--- config.mk ---
export PLATFORM = sky130hd
export DESIGN_NAME = ima_adpcm_decoder_core
export DESIGN_NICKNAME = d
export VERILOG_FILES = /design/src/rtl/imad_pkg.sv /design/src/rtl/imad_front.sv /design/src/rtl/imad_back.sv /design/src/rtl/ima_adpcm_decoder_core.sv
export SDC_FILE = /design/constraint.sdc
export NUM_CORES = 1
export LEC_CHECK = 0
export BUFFER_PORTS_ARGS = -buffer_cell sky130_fd_sc_hd__buf_4
export CORE_MARGIN = 3
export CORE_UTILIZATION = 45
export DETAILED_ROUTE_END_ITERATION = 12
export GPL_TIMING_DRIVEN = 1
export PLACE_DENSITY = 0.68
export SLEW_MARGIN = 20
export SYNTH_ARGS = -nofsm -noshare
export SYNTH_HDL_FRONTEND = slang
export SYNTH_SLANG_ARGS = --single-unit
--- constraint.sdc ---
create_clock -name clk -period 13.8 [get_ports clk]
set_input_delay 1.38 -clock clk [delete_from_list [all_inputs] [get_ports clk]]
set_output_delay 1.38 -clock clk [all_outputs]
set_load 0.05 [all_outputs]
--- src/rtl/imad_pkg.sv ---
//------------------------------------------------------------------------------
// imad_pkg
// types, step table and index table of the ima adpcm decoder
//------------------------------------------------------------------------------
package imad_pkg;

	localparam logic [6:0] IDX_MAX = 7'd88;

	localparam logic signed [15:0] PCM_MAX = 16'sh7FFF;
	localparam logic signed [15:0] PCM_MIN = 16'sh8000;

	typedef struct packed {
		logic [3:0] adpcm_code;
		logic       last_code;
	} in_item_t;

	typedef struct packed {
		logic [31:0] stereo_frame;
		logic        last_sample;
	} out_item_t;

	typedef struct packed {
		logic       sign;
		logic [2:0] mag;
		logic       last;
	} cmd_t;

	localparam logic [14:0] STEP_TAB [0:88] = '{
		15'd7, 15'd8, 15'd9, 15'd10, 15'd11, 15'd12, 15'd13, 15'd14, 15'd16, 15'd17,
		15'd19, 15'd21, 15'd23, 15'd25, 15'd28, 15'd31, 15'd34, 15'd37, 15'd41, 15'd45,
		15'd50, 15'd55, 15'd60, 15'd66, 15'd73, 15'd80, 15'd88, 15'd97, 15'd107, 15'd118,
		15'd130, 15'd143, 15'd157, 15'd173, 15'd190, 15'd209, 15'd230, 15'd253, 15'd279,
		15'd307, 15'd337, 15'd371, 15'd408, 15'd449, 15'd494, 15'd544, 15'd598, 15'd658,
		15'd724, 15'd796, 15'd876, 15'd963, 15'd1060, 15'd1166, 15'd1282, 15'd1411,
		15'd1552, 15'd1707, 15'd1878, 15'd2066, 15'd2272, 15'd2499, 15'd2749, 15'd3024,
		15'd3327, 15'd3660, 15'd4026, 15'd4428, 15'd4871, 15'd5358, 15'd5894, 15'd6484,
		15'd7132, 15'd7845, 15'd8630, 15'd9493, 15'd10442, 15'd11487, 15'd12635,
		15'd13899, 15'd15289, 15'd16818, 15'd18500, 15'd20350, 15'd22385, 15'd24623,
		15'd27086, 15'd29794, 15'd32767
	};

	localparam logic signed [4:0] IDX_ADJ [0:7] = '{
		-5'sd1, -5'sd1, -5'sd1, -5'sd1, 5'sd2, 5'sd4, 5'sd6, 5'sd8
	};

endpackage

--- src/rtl/imad_front.sv ---
//------------------------------------------------------------------------------
// imad_front
// accepts code items, splits sign and magnitude, queues them for the back end
//------------------------------------------------------------------------------
module imad_front #(
	parameter int QUEUE_DEPTH = 2
) (
	input  logic               clk,
	input  logic               arst_n,
	input  logic               code_valid,
	output logic               code_ready,
	input  imad_pkg::in_item_t code,
	output logic               cmd_valid,
	input  logic               cmd_pop,
	output imad_pkg::cmd_t     cmd
);
	import imad_pkg::*;

	localparam int PTR_W = (QUEUE_DEPTH > 1) ? $clog2(QUEUE_DEPTH) : 1;
	localparam int CNT_W = $clog2(QUEUE_DEPTH + 1);

	cmd_t             entry_q [QUEUE_DEPTH];
	logic [PTR_W-1:0] wr_ptr_q;
	logic [PTR_W-1:0] rd_ptr_q;
	logic [CNT_W-1:0] count_q;
	logic             push;
	cmd_t             cmd_in;

	assign code_ready = (count_q != CNT_W'(QUEUE_DEPTH));
	assign push       = code_valid && code_ready;
	assign cmd_valid  = (count_q != '0);
	assign cmd        = entry_q[rd_ptr_q];

	always_comb begin
		cmd_in.sign = code.adpcm_code[3];
		cmd_in.mag  = code.adpcm_code[2:0];
		cmd_in.last = code.last_code;
	end

	always_ff @(posedge clk) begin
		if (push) begin
			entry_q[wr_ptr_q] <= cmd_in;
		end
	end

	always_ff @(posedge clk or negedge arst_n) begin
		if (!arst_n) begin
			wr_ptr_q <= '0;
			rd_ptr_q <= '0;
			count_q  <= '0;
		end else begin
			if (push) begin
				wr_ptr_q <= (wr_ptr_q == PTR_W'(QUEUE_DEPTH - 1)) ? '0 : wr_ptr_q + 1'b1;
			end
			if (cmd_pop) begin
				rd_ptr_q <= (rd_ptr_q == PTR_W'(QUEUE_DEPTH - 1)) ? '0 : rd_ptr_q + 1'b1;
			end
			if (push && !cmd_pop) begin
				count_q <= count_q + 1'b1;
			end else if (!push && cmd_pop) begin
				count_q <= count_q - 1'b1;
			end
		end
	end

endmodule

--- src/rtl/imad_back.sv ---
//------------------------------------------------------------------------------
// imad_back
// predictor and step index update, boost, output register
//------------------------------------------------------------------------------
module imad_back (
	input  logic                clk,
	input  logic                arst_n,
	input  logic                cmd_valid,
	output logic                cmd_pop,
	input  imad_pkg::cmd_t      cmd,
	input  logic                cfg_we,
	input  logic                cfg_wdata,
	output logic                sample_valid,
	input  logic                sample_ready,
	output imad_pkg::out_item_t sample
);
	import imad_pkg::*;

	logic signed [15:0] predictor_q;
	logic [6:0]         step_index_q;
	logic               boost_q;
	logic               out_valid_q;
	out_item_t          out_q;

	logic [6:0]         idx_c;
	logic [14:0]        step;
	logic [15:0]        delta;
	logic signed [17:0] sum;
	logic signed [15:0] pred_n;
	logic signed [7:0]  idx_sum;
	logic [6:0]         idx_n;
	logic [15:0]        half;

	assign cmd_pop      = cmd_valid && (!out_valid_q || sample_ready);
	assign sample_valid = out_valid_q;
	assign sample       = out_q;

	always_comb begin
		idx_c = (step_index_q > IDX_MAX) ? IDX_MAX : step_index_q;
		step  = STEP_TAB[idx_c];
		delta = 16'(step >> 3)
			+ (cmd.mag[2] ? 16'(step) : 16'd0)
			+ (cmd.mag[1] ? 16'(step >> 1) : 16'd0)
			+ (cmd.mag[0] ? 16'(step >> 2) : 16'd0);
		sum = cmd.sign ? ({{2{predictor_q[15]}}, predictor_q} - $signed({2'b00, delta}))
			: ({{2{predictor_q[15]}}, predictor_q} + $signed({2'b00, delta}));
		if (sum > 18'sd32767) begin
			pred_n = PCM_MAX;
		end else if (sum < -18'sd32768) begin
			pred_n = PCM_MIN;
		end else begin
			pred_n = sum[15:0];
		end

		idx_sum = $signed({1'b0, idx_c}) + {{3{IDX_ADJ[cmd.mag][4]}}, IDX_ADJ[cmd.mag]};
		if (idx_sum < 8'sd0) begin
			idx_n = '0;
		end else if (idx_sum > $signed({1'b0, IDX_MAX})) begin
			idx_n = IDX_MAX;
		end else begin
			idx_n = idx_sum[6:0];
		end

		if (!boost_q) begin
			half = pred_n;
		end else if (pred_n[15] != pred_n[14]) begin
			half = pred_n[15] ? PCM_MIN : PCM_MAX;
		end else begin
			half = {pred_n[14:0], 1'b0};
		end
	end

	always_ff @(posedge clk) begin
		if (cmd_pop) begin
			out_q.stereo_frame <= {half, half};
			out_q.last_sample  <= cmd.last;
		end
	end

	always_ff @(posedge clk or negedge arst_n) begin
		if (!arst_n) begin
			predictor_q  <= '0;
			step_index_q <= '0;
			boost_q      <= 1'b1;
			out_valid_q  <= 1'b0;
		end else begin
			if (cfg_we) begin
				boost_q <= cfg_wdata;
			end
			if (cmd_pop) begin
				predictor_q  <= cmd.last ? '0 : pred_n;
				step_index_q <= cmd.last ? '0 : idx_n;
				out_valid_q  <= 1'b1;
			end else if (sample_ready) begin
				out_valid_q  <= 1'b0;
			end
		end
	end

endmodule

--- src/rtl/ima_adpcm_decoder_core.sv ---
//------------------------------------------------------------------------------
// ima_adpcm_decoder_core
// 4-bit ima adpcm to 16-bit pcm decoder with stereo frame output
//------------------------------------------------------------------------------
// One code item is accepted per clock while code_ready is high and one stereo
// frame comes out per item, so the sustained rate is one item a cycle while
// sample_ready stays high. A frame reaches the sample port once its code has
// been registered in the front queue and then in the output register, which
// the back end's combinational predictor and step index update writes as it
// pops the code. The queue lets codes keep arriving while a frame waits to
// be taken; code_ready drops only when the queue is full. boost_enable
// (cfg_wdata, reset 1) doubles the sample with saturation and should be
// written while idle.
module ima_adpcm_decoder_core #(
	parameter int QUEUE_DEPTH = 2
) (
	input  logic                clk,
	input  logic                arst_n,
	input  logic                code_valid,
	output logic                code_ready,
	input  imad_pkg::in_item_t  code,
	output logic                sample_valid,
	input  logic                sample_ready,
	output imad_pkg::out_item_t sample,
	input  logic                cfg_we,
	input  logic                cfg_wdata
);
	import imad_pkg::*;

	logic cmd_valid;
	logic cmd_pop;
	cmd_t cmd;

	imad_front #(
		.QUEUE_DEPTH(QUEUE_DEPTH)
	) u_front (
		.clk        (clk),
		.arst_n     (arst_n),
		.code_valid (code_valid),
		.code_ready (code_ready),
		.code       (code),
		.cmd_valid  (cmd_valid),
		.cmd_pop    (cmd_pop),
		.cmd        (cmd)
	);

	imad_back u_back (
		.clk          (clk),
		.arst_n       (arst_n),
		.cmd_valid    (cmd_valid),
		.cmd_pop      (cmd_pop),
		.cmd          (cmd),
		.cfg_we       (cfg_we),
		.cfg_wdata    (cfg_wdata),
		.sample_valid (sample_valid),
		.sample_ready (sample_ready),
		.sample       (sample)
	);

endmodule

==> results of run 1 <==
## area by class of cell
type / count / area [sq um]
Fill cell: 1527 / 8099
Multi-Input combinational cell: 719 / 5273
Sequential cell: 56 / 1538
Timing Repair Buffer: 58 / 435.4
Tap cell: 216 / 270.3
Inverter: 64 / 240.2
Clock buffer: 6 / 128.9
Clock inverter: 2 / 16.27
## Yosys cell counts (11+ instances only)
cell      count
inv_1        61
xnor2_1      30
nor2_1       96
a21oi_1      80
nor3_1       17
buf_4        17
xor2_1       17
ha_1         63
edfxtp_1     27
nand2b_1     11
dfrtp_1      28
o21ai_0      65
nand2_1      66
a21o_1       15
fa_1         27
clkbuf_1     38
a211oi_1     16
a31oi_1      13
nand3_1      20
## per-layer routing
layer | wire length, um | up-vias | track usage, %
met5 | 0 | - | 0
met4 | 424 | 0 | 6.052
met3 | 1539 | 40 | 3.038
met2 | 8323 | 274 | 33.10
met1 | 9038 | 3114 | 30.95
li1 | - | 3228 | -
## worst min path at each step
| stage | start | endpoint | slack [ns] |
|---|---|---|---|
| 3_5_place_dp | u_back.predictor_q[0] | u_back.predictor_q[0] | 0.49 |
| 2_1_floorplan | u_front.wr_ptr_q | u_front.wr_ptr_q | 0.46 |
| 6_report | u_back.predictor_q[0] | u_back.predictor_q[0] | 0.50 |
| 3_3_place_gp | u_front.wr_ptr_q | u_front.wr_ptr_q | 0.48 |
| 5_1_grt | u_back.predictor_q[0] | u_back.predictor_q[0] | 0.54 |
| 4_1_cts | u_back.predictor_q[0] | u_back.predictor_q[0] | 0.50 |
## kinds of logic (layout without fill, tap and decap cells)
group           count (synthesis)  in the layout  share of synthesized area [%]
compound gates                297            297                          27.42
flops                          56             56                          20.80
simple gates                  269            269                          17.77
fa+ha+maj                      90             90                          17.97
mux                            13             13                          1.828
xor+xnor                       50             50                          6.228
buf+inv                       134            130                          7.988
## critical path: cells and delay by family (launching register included)
kind,cells,cell delay (ns)
adders and majority gates,6,2.83
and+or+nand+nor,9,2.64
xor gates and xnor gates,4,0.90
AOI/OAI and AO/OA,18,4.25
DFF,1,0.48
buffers and inverters,3,0.76
## sequential cells by signal, summed over array words and instances (netlist names)
| signal | flops |
|---|---|
| u_back.predictor_q | 16 |
| u_front.wr_ptr_q | 1 |
| u_front.count_q | 2 |
| u_front.rd_ptr_q | 1 |
| u_back.step_index_q | 7 |
| u_back.sample | 17 |
| u_back.boost_q | 1 |
| u_back.sample_valid | 1 |
| u_front.entry_q | 10 |
## stage by stage
| step | hold slack (ns) | cells | setup WS (ns) | utilization, % | area [sq um] |
|---|---|---|---|---|---|
| 3_3_place_gp | 0.4787 | 1113 | 1.800 | 48.48 | 7756 |
| 3_5_place_dp | 0.4896 | 1113 | 1.792 | 48.48 | 7756 |
| 4_1_cts | 0.5047 | 1121 | 1.758 | 49.38 | 7901 |
| 2_1_floorplan | 0.4608 | 909 | 3.872 | - | 7393 |
| 6_report | 0.5024 | 1121 | 1.614 | 49.38 | 7901 |
| 5_1_grt | 0.5372 | 1121 | 0.8067 | 49.38 | 7901 |
==> metrics.txt, run 1 <==
GR Overflow Total 0; R2R setup slack 1.61 ns; final setup vio count 0; Synth area leader edfxtp_1; synth top area cells edfxtp_1 11%, ha_1 11%, dfrtp_1 9.5%, fa_1 7.3%, a21oi_1 5.4%; Vias 6656; RD Place Congestion 0.9172; Routed Antenna Nets 0; Max-Cap Viols 0; Die X 134.2 um; Post-CTS Hold Fix Bufs 0; total clock sinks 56; CTS root buffer clkbuf_16; sequential element share of the synthesized area 20.80%; Setup Skew 0.006916 ns; clk_lat worst skew 0.30 ns; Syn Std Cell Area 0.007393 sq mm; reg2reg end u_back.sample[21]; drc violations 0; status complete, no violations; CP Capture Point u_back.sample[21]; EDFF count, synth 27; Synth Instances 909; Site Rows 46; Pre-Repair DR Iteration Count 8; Port Buffers 45; DRT Wirelength 19.33 mm; largest net degree at the start of global routing 31; Post-synth ARST share 51.79%; Tmin final 12.19 ns; Final #Nets 1005; share of layout cells above drive strength 1 12.38%; All-Layer GR Usage 21.27%; hold path cells 1; syn_nets 1010; Worst Tran Pin Value 0.9957 ns; most frequent cells in the layout 96 x nor2_1, 79 x a21oi_1, 66 x nand2_1; Most used DFF post-synth dfrtp_1; total core area 0.01600 sq mm; kind of critical path reg -> reg; type of origin of the critical path register; Seq cells post-synth 56; wire per inst 17.24 um; slowest CP cell fa_1; clock slew at reported path FFs 0.07 ns; Final Max Slew Viols 0; die height 134.2 um; most common cell after layout, fill and taps aside nor2_1; setup TNS 0 ns; post-synth cell types 87; CTS Buf Count 5; R2R depth 40; CTS tree yes; first-pass GRT wire length 31.66 mm; CP Capture Type register; P&R area growth vs syn 6.871%; worst-path fanout max 30; vias in the first global route 6205; Crit. Startpoint u_back.step_index_q[2]; RSZ-0062 raised after global routing false; H-tree depth 2; initial antenna violation count 0; R2R Path Start u_back.step_index_q[2]; f_max 82.06 MHz; Worst Path Required 13.82 ns; Fin. Hold Viols 0; die area 0.01800 sq mm; HPWL Detailed 14.79 mm; period utilization 88.30%; Post-CTS Setup Bufs 0; worst path arrival time 12.20 ns; Vias per Instance 5.938; Max-Slew Margin vs Limit 32.92%; Iteration-0 DRC Markers 656; Tightest Hold Check Type reg -> reg; syn avg cell area 8.133 sq um; Starting Density 46.21%; Yosys top cell area share 10.97%; YS warnings 0; antenna cells 0; max incr delay on CP 0.60 ns; IO Count 46; post_cts resized 0; Longest Clk Path Bufs 2
Power of run 1 is not shown: default switching activity piles up to over one toggle a cycle in this logic, so the estimate is an artifact.
==> inputs of run 2 (changes only) <==
--- a/config.mk
+++ b/config.mk
@@ -6,6 +6,7 @@
 export NUM_CORES = 1
 export LEC_CHECK = 0
 export BUFFER_PORTS_ARGS = -buffer_cell sky130_fd_sc_hd__buf_4
+export CORE_ASPECT_RATIO = 1.75
 export CORE_MARGIN = 3
 export CORE_UTILIZATION = 45
 export DETAILED_ROUTE_END_ITERATION = 12
==> metrics.txt, run 2 (same netlist as run 1, synthesis figures left out) <==
Die X 102.9 um (was 134.2 um); most frequent cells in the layout 96 x nor2_1, 79 x a21oi_1, 66 x nand2_1 (unchanged); Iteration-0 DRC Markers 288 (was 656); Max-Slew Margin vs Limit 34.01% (was 32.92%); first-pass GRT wire length 35.20 mm (was 31.66 mm); Tmin final 12.22 ns (was 12.19 ns); share of layout cells above drive strength 1 12.78% (was 12.38%); IO Count 46 (unchanged); clk_lat worst skew 0.30 ns (about the same); Pre-Repair DR Iteration Count 5 (was 8); slowest CP cell fa_1 (unchanged); total core area 0.01603 sq mm (was 0.01600 sq mm); fin cells 1097 (was 1121); Max-Cap Viols 0 (unchanged); All-Layer GR Usage 24.71% (was 21.27%); total clock sinks 56 (unchanged); die area 0.01806 sq mm (was 0.01800 sq mm); Vias per Instance 6.162 (was 5.938); status complete, no violations (unchanged); worst-path fanout max 16 (was 30); DP Area 0.007745 sq mm (was 0.007756 sq mm); kind of critical path reg -> reg (unchanged); GR Overflow Total 0 (unchanged); FF+latch area 0.001538 sq mm (unchanged); Final Max Slew Viols 0 (unchanged); Post-CTS Hold Fix Bufs 0 (unchanged); antenna cells 0 (unchanged); Tightest Hold Check Type reg -> reg (unchanged); initial antenna violation count 0 (unchanged); max incr delay on CP 0.58 ns (was 0.60 ns); Worst Tran Pin Value 0.9888 ns (was 0.9957 ns); footprint of the multi-input gates 0.005273 sq mm (unchanged); Vias 6760 (was 6656); CP Capture Type register (unchanged); CTS Buf Count 5 (unchanged); worst path arrival time 12.25 ns (was 12.20 ns); Fillers 1569 (was 1527); post_cts resized 0 (unchanged); drc violations 0 (unchanged); final setup vio count 0 (unchanged); wire per inst 20.05 um (was 17.24 um); Setup Skew 0.006485 ns (was 0.006916 ns); Hold Slack 0.4993 ns (was 0.5024 ns); f_max 81.84 MHz (was 82.06 MHz); Inst Count DP 1089 (was 1113); Worst Path Required 13.83 ns (was 13.82 ns); setup TNS 0 ns (unchanged); die height 175.6 um (was 134.2 um); Post-CTS Setup Bufs 0 (unchanged); period utilization 88.54% (was 88.30%); CTS tree yes (unchanged); RSZ-0062 raised after global routing false (unchanged); clock slew at reported path FFs 0.07 ns (about the same); Site Rows 61 (was 46); final instance area 0.007891 sq mm (was 0.007901 sq mm); CTS root buffer clkbuf_16 (unchanged); largest net degree at the start of global routing 39 (was 31); vias in the first global route 6966 (was 6205); HPWL Detailed 17.32 mm (was 14.79 mm); RD Place Congestion 0.9711 (was 0.9172); H-tree depth 2 (unchanged); max FFs per register 17 (unchanged); P&R area growth vs syn 6.736% (was 6.871%); Fin. Hold Viols 0 (unchanged); DRT Wirelength 22.00 mm (was 19.33 mm); type of origin of the critical path register (unchanged); Port Buffers 45 (unchanged); Routed Antenna Nets 0 (unchanged); most common cell after layout, fill and taps aside nor2_1 (unchanged); Starting Density 46.13% (was 46.21%); Longest Clk Path Bufs 2 (unchanged); Final #Nets 1008 (was 1005)
[run 2: changes by cell type in the layout (fill, tap and decap cells not counted)]
cell and delta:
inv_6 +1, clkinv_2 +1, clkinv_4 -1, clkbuf_1 -1, buf_4 +3
[run 2: layout make-up]
type / count / area share [%]
Sequential cell: 56 / 19.49
Tap cell: 189 / 2.997
Timing Repair Buffer: 61 / 5.803
Inverter: 64 / 3.044
Clock inverter: 3 / 0.2695
Multi-Input combinational cell: 719 / 66.81
Clock buffer: 5 / 1.586
[run 2: worst paths after layout]
| path | to | depth (start not counted) | start | slack, ns |
|---|---|---|---|---|
| max | u_back.sample[21] | 40 | u_back.step_index_q[1] | 1.58 |
| min | u_front.wr_ptr_q | 1 | u_front.wr_ptr_q | 0.50 |
| max reg2reg | u_back.sample[21] | 40 | u_back.step_index_q[1] | 1.58 |
| min reg2reg | u_front.wr_ptr_q | 1 | u_front.wr_ptr_q | 0.50 |
| max in group asynchronous | u_back.boost_q | 1 | arst_n | 12.48 |
| min in group asynchronous | u_back.predictor_q[14] | 1 | arst_n | 1.01 |
[run 2: worst max-delay path, delay by kind of cell, from the launching register on]
| kind | cells | cell delay (ns) |
|---|---|---|
| compound gates | 18 | 4.38 |
| xor+xnor | 4 | 0.95 |
| fa+ha+maj | 6 | 2.85 |
| buf+inv | 3 | 0.70 |
| flops | 1 | 0.36 |
| simple gates | 9 | 2.70 |
[run 2: routing by layer]
metal / wire length, um / up-vias / GRT usage [%]
li1: - / 3225 / -
met4: 1636 / 0 / 16.48
met3: 747 / 89 / 2.663
met5: 0 / - / 0
met1: 7526 / 3218 / 24.32
met2: 12090 / 228 / 46.30
[run 2: through the flow]
stage / utilization (%) / worst slack (ns)
2_1_floorplan: - / 3.872
3_3_place_gp: 48.32 / 1.791
3_5_place_dp: 48.32 / 1.709
4_1_cts: 49.24 / 1.686
5_1_grt: 49.24 / 0.7140
6_report: 49.24 / 1.582
Power of run 2 is left out for the same reason.
==> inputs of run 3 (changes only) <==
--- a/config.mk
+++ b/config.mk
@@ -11,7 +11,7 @@
 export CORE_UTILIZATION = 45
 export DETAILED_ROUTE_END_ITERATION = 12
 export GPL_TIMING_DRIVEN = 1
-export PLACE_DENSITY = 0.68
+export PLACE_DENSITY = 0.7
 export SLEW_MARGIN = 20
 export SYNTH_ARGS = -nofsm -noshare
 export SYNTH_HDL_FRONTEND = slang
==> constraint.sdc (replaced) <==
create_clock -name clk -period 9.8 [get_ports clk]
set_input_delay 0.98 -clock clk [delete_from_list [all_inputs] [get_ports clk]]
set_output_delay 0.98 -clock clk [all_outputs]
set_load 0.05 [all_outputs]
==> metrics.txt, run 3 (same netlist as run 1, synthesis figures left out) <==
die height 175.6 um (unchanged); f_max 105.0 MHz (was 81.84 MHz); worst-path fanout max 8 (was 16); P&R area growth vs syn 15.74% (was 6.736%); reg2reg end u_back.sample[21] (unchanged); Max-Slew Margin vs Limit 29.13% (was 34.01%); Final #Nets 1064 (was 1008); antenna cells 0 (unchanged); Worst Path Required 9.83 ns (was 13.83 ns); Most common cell on crit path nor2_1; Pre-Repair DR Iteration Count 4 (was 5); Vias per Instance 6.214 (was 6.162); Site Rows 61 (unchanged); clock slew at reported path FFs 0.07 ns (about the same); Tmin final 9.524 ns (was 12.22 ns); Max-Cap Viols 0 (unchanged); period utilization 97.18% (was 88.54%); Final Max Slew Viols 0 (unchanged); vias in the first global route 7295 (was 6966); hold path cells 1 (unchanged); Port Buffers 45 (unchanged); Post-CTS Hold Fix Bufs 0 (unchanged); total clock sinks 56 (unchanged); Vias 7165 (was 6760); Fin. Hold Viols 0 (unchanged); Longest Clk Path Bufs 2 (unchanged); R2R setup slack 0.28 ns (was 1.58 ns); slowest CP cell fa_1 (unchanged); Worst Tran Pin Value 1.033 ns (was 0.9888 ns); most frequent cells in the layout 114 x buf_4, 95 x nor2_1, 71 x a21oi_1 (was 96 x nor2_1, 79 x a21oi_1, 66 x nand2_1); Setup Skew 0.003811 ns (was 0.006485 ns); Die X 102.9 um (unchanged); DRT Wirelength 23.08 mm (was 22.00 mm); max FFs per register 17 (unchanged); initial antenna violation count 0 (unchanged); Iteration-0 DRC Markers 365 (was 288); All-Layer GR Usage 25.77% (was 24.71%); worst path arrival time 9.55 ns (was 12.25 ns); Fillers 1520 (was 1569); hold-critical path endpoint u_back.predictor_q[0] (was u_front.wr_ptr_q); type of origin of the critical path register (unchanged); CTS root buffer clkbuf_16 (unchanged); kind of critical path reg -> reg (unchanged); drc violations 0 (unchanged); CP Capture Type register (unchanged); RD Place Congestion 1.051 (was 0.9711); die area 0.01806 sq mm (unchanged); DP Area 0.008122 sq mm (was 0.007745 sq mm); first-pass GRT wire length 36.74 mm (was 35.20 mm); clk_lat worst skew 0.30 ns (about the same); final instance area 0.008557 sq mm (was 0.007891 sq mm); IO Count 46 (unchanged); final setup vio count 0 (unchanged); most common cell after layout, fill and taps aside buf_4 (was nor2_1); largest net degree at the start of global routing 39 (unchanged); CTS Buf Count 5 (unchanged); GR Overflow Total 0 (unchanged); worst hold start u_back.predictor_q[0] (was u_front.wr_ptr_q); R2R depth 42 (was 40); max incr delay on CP 0.51 ns (was 0.58 ns); share of layout cells above drive strength 1 22.30% (was 12.78%); wire per inst 20.02 um (was 20.05 um); H-tree depth 2 (unchanged); total core area 0.01603 sq mm (unchanged); Tightest Hold Check Type reg -> reg (unchanged); R2R Path Start u_back.step_index_q[2] (was u_back.step_index_q[1]); Routed Antenna Nets 0 (unchanged); HPWL Detailed 17.95 mm (was 17.32 mm); status complete, no violations (unchanged); Starting Density 46.13% (unchanged); CTS tree yes (unchanged)
[run 3: cell count changes in the layout (fill, tap and decap cells not counted), moves of 4 or more]
cell / previous run / this run
a21oi_2: 3 / 11
o21ai_0: 65 / 57
ha_1: 63 / 56
ha_4: 0 / 4
a21oi_1: 79 / 71
o21ai_1: 8 / 13
buf_4: 61 / 114
[run 3: worst max path at each step]
stage                      startpoint                 to  depth (start not counted)
6_report       u_back.step_index_q[2]  u_back.sample[21]                         42
5_1_grt        u_back.step_index_q[2]  u_back.sample[21]                         42
4_1_cts        u_back.step_index_q[1]  u_back.sample[19]                         39
3_5_place_dp   u_back.step_index_q[3]  u_back.sample[19]                         41
3_3_place_gp   u_back.step_index_q[2]  u_back.sample[19]                         39
2_1_floorplan  u_back.step_index_q[0]  u_back.sample[21]                         42
[run 3: layer usage]
metal / track usage, % / vias to the layer above / part of all wire (%)
li1: - / 3352 / -
met1: 25.53 / 3421 / 34
met2: 49.17 / 281 / 55
met3: 2.583 / 111 / 3.8
met4: 15.34 / 0 / 7.4
met5: 0 / - / 0
[run 3: area by class of cell]
class / count / area [sq um] / share of cell area [%]
clock inverter: 3 / 21.27 / 0.2486
tap: 189 / 236.5 / 2.764
timing repair buffer: 117 / 902.1 / 10.54
sequential: 56 / 1538 / 17.97
clock buffer: 5 / 125.1 / 1.462
multi-input combinational: 719 / 5492 / 64.18
inverter: 64 / 242.7 / 2.837
[run 3: worst max-delay path: cells and delay by family (launching register included)]
| family | cells | cell delay [ns] |
|---|---|---|
| adders and majority gates | 7 | 2.34 |
| buffers and inverters | 4 | 0.55 |
| and+or+nand+nor | 9 | 1.71 |
| DFF | 1 | 0.41 |
| xor gates and xnor gates | 4 | 0.66 |
| AOI/OAI and AO/OA | 18 | 3.55 |
[run 3: metrics by stage]
stage	cells	util (%)	hold slack [ns]	setup WS, ns	setup TNS, ns
2_1_floorplan	909	-	0.4608	0.04075	0
3_3_place_gp	1137	50.67	0.4791	-0.05078	-0.05078
3_5_place_dp	1137	50.67	0.4909	-0.2229	-0.7409
4_1_cts	1145	51.72	0.5078	0.05983	0
5_1_grt	1153	53.39	0.5210	-0.1929	-1.585
6_report	1153	53.39	0.5076	0.2762	0
[run 3: repair_timing]
action,in CTS,in global routing
buffers inserted,0,8
endpoints found under the setup margin,5,18
gates resized for setup,4,57
pin swaps,0,23
Power of run 3 is left out for the same reason.
